$ cat config.mk
export PLATFORM = sky130hd
export DESIGN_NAME = ztt_ram
export DESIGN_NICKNAME = d
export VERILOG_FILES = /design/src/ztt_ram.sv
export SDC_FILE = /design/constraint.sdc
export NUM_CORES = 1
export LEC_CHECK = 0
export BUFFER_PORTS_ARGS = -buffer_cell sky130_fd_sc_hd__buf_4
export CAP_MARGIN = 20
export CORE_UTILIZATION = 60
export DETAILED_ROUTE_END_ITERATION = 12
export PLACE_DENSITY = 0.78
export SYNTH_ARGS = -nofsm -noshare
export SYNTH_HDL_FRONTEND = slang
export SYNTH_SLANG_ARGS = --single-unit
$ cat constraint.sdc
create_clock -name clk -period 3.6 [get_ports clk]
set_input_delay 0.54 -clock clk [delete_from_list [all_inputs] [get_ports clk]]
set_output_delay 0.54 -clock clk [all_outputs]
set_load 0.005 [all_outputs]
$ cat src/ztt_ram.sv
// generic simple dual-port ram, one write and one registered read port
// no dependencies
module ztt_ram #(
    parameter int WIDTH = 8,
    parameter int DEPTH = 16
) (
    input  logic                     clk,
    input  logic                     we,
    input  logic [$clog2(DEPTH)-1:0] waddr,
    input  logic [WIDTH-1:0]         wdata,
    input  logic [$clog2(DEPTH)-1:0] raddr,
    output logic [WIDTH-1:0]         rdata
);

    logic [WIDTH-1:0] mem_reg [DEPTH];
    logic [WIDTH-1:0] rdata_reg;

    always_ff @(posedge clk) begin
        if (we) begin
            mem_reg[waddr] <= wdata;
        end
        rdata_reg <= mem_reg[raddr];
    end

    assign rdata = rdata_reg;

endmodule

### After elaboration in Yosys (flattened, before gate mapping)

Memories as Yosys holds them, arrays and structs flattened. A register that Yosys moved wholly into a read port is not among the register bits.
Index checks and enable logic that the tools add are counted.

| word-level totals | value |
|---|---|
| register bits | 0 |
| bits in writable memories | 128 |
| input bits | 18 |
| output and inout port bits | 8 |
| word-level logic and storage cells | 3 |
| memories | 1 |

Memories:

| name | depth | bits a word | read ports | clocked after memory_dff | wr ports | RTL line | RTL |
|---|---|---|---|---|---|---|---|
| mem_reg | 16 | 8 | 1 | 1 | 1 | 15 | `logic [WIDTH-1:0] mem_reg [DEPTH];` |

| operators by class | value |
|---|---|
| muxes and demuxes | 2 |

Operators with widths:

| cell | number |
|---|---|
| 2-to-1 mux 1 bit | 2 |

### Logic depth before layout (Yosys ltp)

| depth | value |
|---|---|
| word-level depth | 2 |
| mapped depth | 5 |
| gate-level depth less buffers | 3 |

### Worst setup path before layout

Ideal clock, no wire load.

| timing path | value |
|---|---|
| kind | input port to flip-flop |
| from | input waddr[2] |
| to | memory mem_reg[0][0], enable pin |
| setup time | 383 ps |
| arrival | 1650 ps |
| required time | 3217 ps |
| slack | 1567 ps |
| stages on the path | 2 |
| path buffers | 0 |
| path through | or3b_2 > nor3_1 |

RTL lines:

| item | RTL line | RTL |
|---|---|---|
| from (decl) | 9 | `input logic [$clog2(DEPTH)-1:0] waddr,` |
| to (decl) | 15 |  |

Straight into the memory's write port.

### Final worst setup path

| timing path | value |
|---|---|
| from | input waddr[2] |
| to | memory mem_reg[3][0], enable pin |

Straight into the memory's write port.

==> summary.md <==
| Metric | Value |
|---|---|
| Status | `complete, no violations` |
| Fillers | `480` |
| Global Route Usage Sum | `about a quarter` |
| Adder-cell area share of the yosys netlist | `0%` |
| Fin worst setup slack | `approximately 1900 ps` |
| Synthesis-stage register bit count | `about 140` |
| Total Neg Setup Slack | `0 ps` |
| Syn-to-layout area delta | `16.5%` |
| Syn Inst Count | `229` |
| Power per cell area | `604 nW/um2` |
| Via density | `6.32` |
| Synth Area in XOR/XNOR | `0%` |
| Post-synthesis async set-or-reset flop share | `0%` |
| Max Fclk | `585 MHz` |
| CP max FO | `8` |
| Clk root buf | `clkbuf_8` |
| Place WS | `~1400 ps` |
| Peak VDD IR | `about 0.43 mV` |
| Total gr overflow | `0` |
| Top area cells in the synthesized netlist | `edfxtp_1 75%, mux4_2 7.9%, mux4_1 7.1%` |
| # nets final | `approximately 290` |
| Mux cell area share after synthesis | `between 10% and 20%` |
| CTS buffer count | `17` |
| Hpwl dp | `about 5700 um` |
| Worst-Margin Slew | `roughly 1100 ps` |
| Largest net degree at the start of global routing | `33` |
| Switching power | `roughly 0.8 mW` |
| Worst skew pair latency | `between 500 and 600 ps` |
| Core Rows | `33` |
| Clk pwr share | `between 40% and 50%` |
| Final WL | `approximately 9700 um` |
| Placed Instance Area | `~5400 um2` |
| Vias | `2,441` |
| H-tree depth | `4` |
| Worst stage delay on the critical path | `670 ps` |
| Total power | `3.62 mW` |
| Design area | `~6000 um2` |
| Setup CP Type | `input port to flip-flop` |
| Count of final setup violators | `0` |
| Total of max-cap violations | `0` |
| Yosys warnings | `0` |
| Most numerous cell in the Yosys netlist | `edfxtp_1` |
| CP Capture Type | `flip-flop` |
| Mapped Area | `around 5000 um2` |
| Slew headroom | `27.6%` |
| Int Pwr | `roughly 2.8 mW` |
| RSZ-0062 raised after global routing | `false` |
| Number of port buffers | `25` |
| Sw Share | `approximately 22%` |
| Mean post-synth cell area | `22.5 um2` |
| DR pass1 iterations | `4` |
| ANT nets after route | `0` |
| Max FFs per register | `approximately 130` |
| Clock period minus worst slack | `1710 ps` |
| Post-synth EDFFs | `128` |
| Worst Setup Start Kind | `input port` |
| Iter 0 DRT Violations | `roughly 230` |
| Final max-slew violation count | `0` |
| Setup bufs post-CTS | `0` |
| Worst path slowest cell | `nor2_1` |
| Clock Skew | `~5.5 ps` |
| Core area | `approximately 8300 um2` |
| Hold Path Class | `input port to flip-flop` |
| CTS tree | `built` |
| Seq/Total Area, Yosys | `77.8%` |
| Final core occ | `approximately 73%` |
| Vias in the first global route | `around 2,400` |
| Hold-fix buffers, CTS | `0` |
| Synth cell count leaders | `128 x edfxtp_1, 18 x mux4_2, 16 x a22oi_1` |
| Final count of hold timing violations | `0` |
| CP Cell Sequence | `buf_4, or3b_2, nor2_1` |
| Sequential power share | `around half` |
| Top cell type's share of synthesized area | `roughly 75%` |
| I/O pin total | `26` |
| Initial Util | `62.3%` |
| CTS Buffer Depth | `2` |
| DIE AREA | `8950 um2` |
| Die X | `94.6 um` |
| Largest family of logic cells by synthesized area | `multiplexers` |
| # diodes | `0` |
| Drt wl/cell | `roughly 25 um` |
| Area share of and/or/nand/nor cells after synthesis | `3.18%` |
| Initial antenna violation count | `0` |
| Top_reg_cell synth | `edfxtp_1` |
| Post-CTS sizing | `0` |
| Number of distinct library cells after synthesis | `19` |
| Layout cells sized above 1 | `between 20% and 30%` |
| WP data required | `approximately 3700 ps` |
| First-pass GRT wire length | `approximately 15,000 um` |
| Yosys top cell by area | `edfxtp_1` |
| P_leak | `2.01 nW` |
| Placer Congestion | `0.757` |
| Drc violations | `0` |
| Clk sinks | `~140` |
| Post-synthesis compound-gate area fraction | `2.33%` |
| CTS clk-pin slew, worst paths | `60 ps` |
| Period utilization | `a little under half` |
| Die Y | `approximately 95 um` |
| Comb power frac | `under 10%` |
| Syn_nets | `about 250` |
| Worst path arrival time | `between 1500 and 2000 ps` |
==> logic make-up (layout without fill, tap and decap cells) <==
group                  after synthesis  after routing
AO/OA/AOI/OAI                       16             16
AND/OR/NAND/NOR                     35             35
buffers and inverters               10             62
multiplexers                        32             32
flip-flops                         136            136
==> area by class of cell <==
| type | instances | area, um2 | share of cell area (%) |
|---|---|---|---|
| timing repair buffer | 30 | 223 | 3.71 |
| clock inverter | 15 | 169 | 2.82 |
| multi-input combinational | 83 | 1060 | 17.6 |
| clock buffer | 17 | 414 | 6.90 |
| tap | 105 | 131 | 2.19 |
| sequential | 136 | 4000 | 66.8 |
==> placed cells by master, fill, tap and decap left out <==
cell / count
edfxtp_1: 128
or3b_2: 1
mux4_2: 18
nor2b_1: 1
mux4_1: 14
buf_4: 29
clkinv_4: 4
clkbuf_8: 1
and2b_1: 1
a22oi_1: 16
nor2_1: 13
nand3_1: 1
nor3_1: 4
dfxtp_1: 8
bufinv_16: 2
and2_1: 1
buf_2: 1
clkbuf_16: 16
inv_6: 5
nand2b_1: 2
clkinvlp_4: 4
nand3b_1: 2
nand2_1: 9
==> per-layer routing <==
layer  track usage, %  vias to the layer above  routed length (um)
met5                0                        -                   0
met4             11.6                        0                 251
met3             7.00                       19                 644
met2             37.5                      124                4650
met1             35.3                     1242                4190
li1                 -                     1056                   -
==> final timing paths <==
| path | from | end | slack, ps | depth (start not counted) |
|---|---|---|---|---|
| min reg2reg | mem_reg[15][5]$_DFFE_PP_ | rdata[5]$_DFF_P_ | 670 | 3 |
| min | wdata[0] | mem_reg[8][0]$_DFFE_PP_ | 330 | 1 |
| max reg2reg | mem_reg[5][1]$_DFFE_PP_ | rdata[1]$_DFF_P_ | 2280 | 3 |
| max | waddr[2] | mem_reg[3][0]$_DFFE_PP_ | 1890 | 3 |
==> critical path, delay by kind of cell <==
family | cells | cell delay [ps]
buffers and inverters | 1 | 120
and+or+nand+nor | 2 | 1190
==> per-stage QoR <==
stage          hold slack (ps)  cells
6_report                   326    386
5_1_grt                    323    386
4_1_cts                    318    386
3_5_place_dp               661    354
3_3_place_gp               648    353
2_1_floorplan              629    229
==> power groups by stage <==
stage / combinational, mW / sequential, mW / clock, mW
final: 0.164 / 1.78 / 1.68
after global routing: 0.177 / 1.78 / 1.76
after CTS: 0.164 / 1.78 / 1.69
after detailed placement: 0.164 / 1.81 / 0
after global placement: 0.160 / 1.81 / 0
after floorplan: 0.0899 / 1.81 / 0
(Power assumes the default switching activity.)
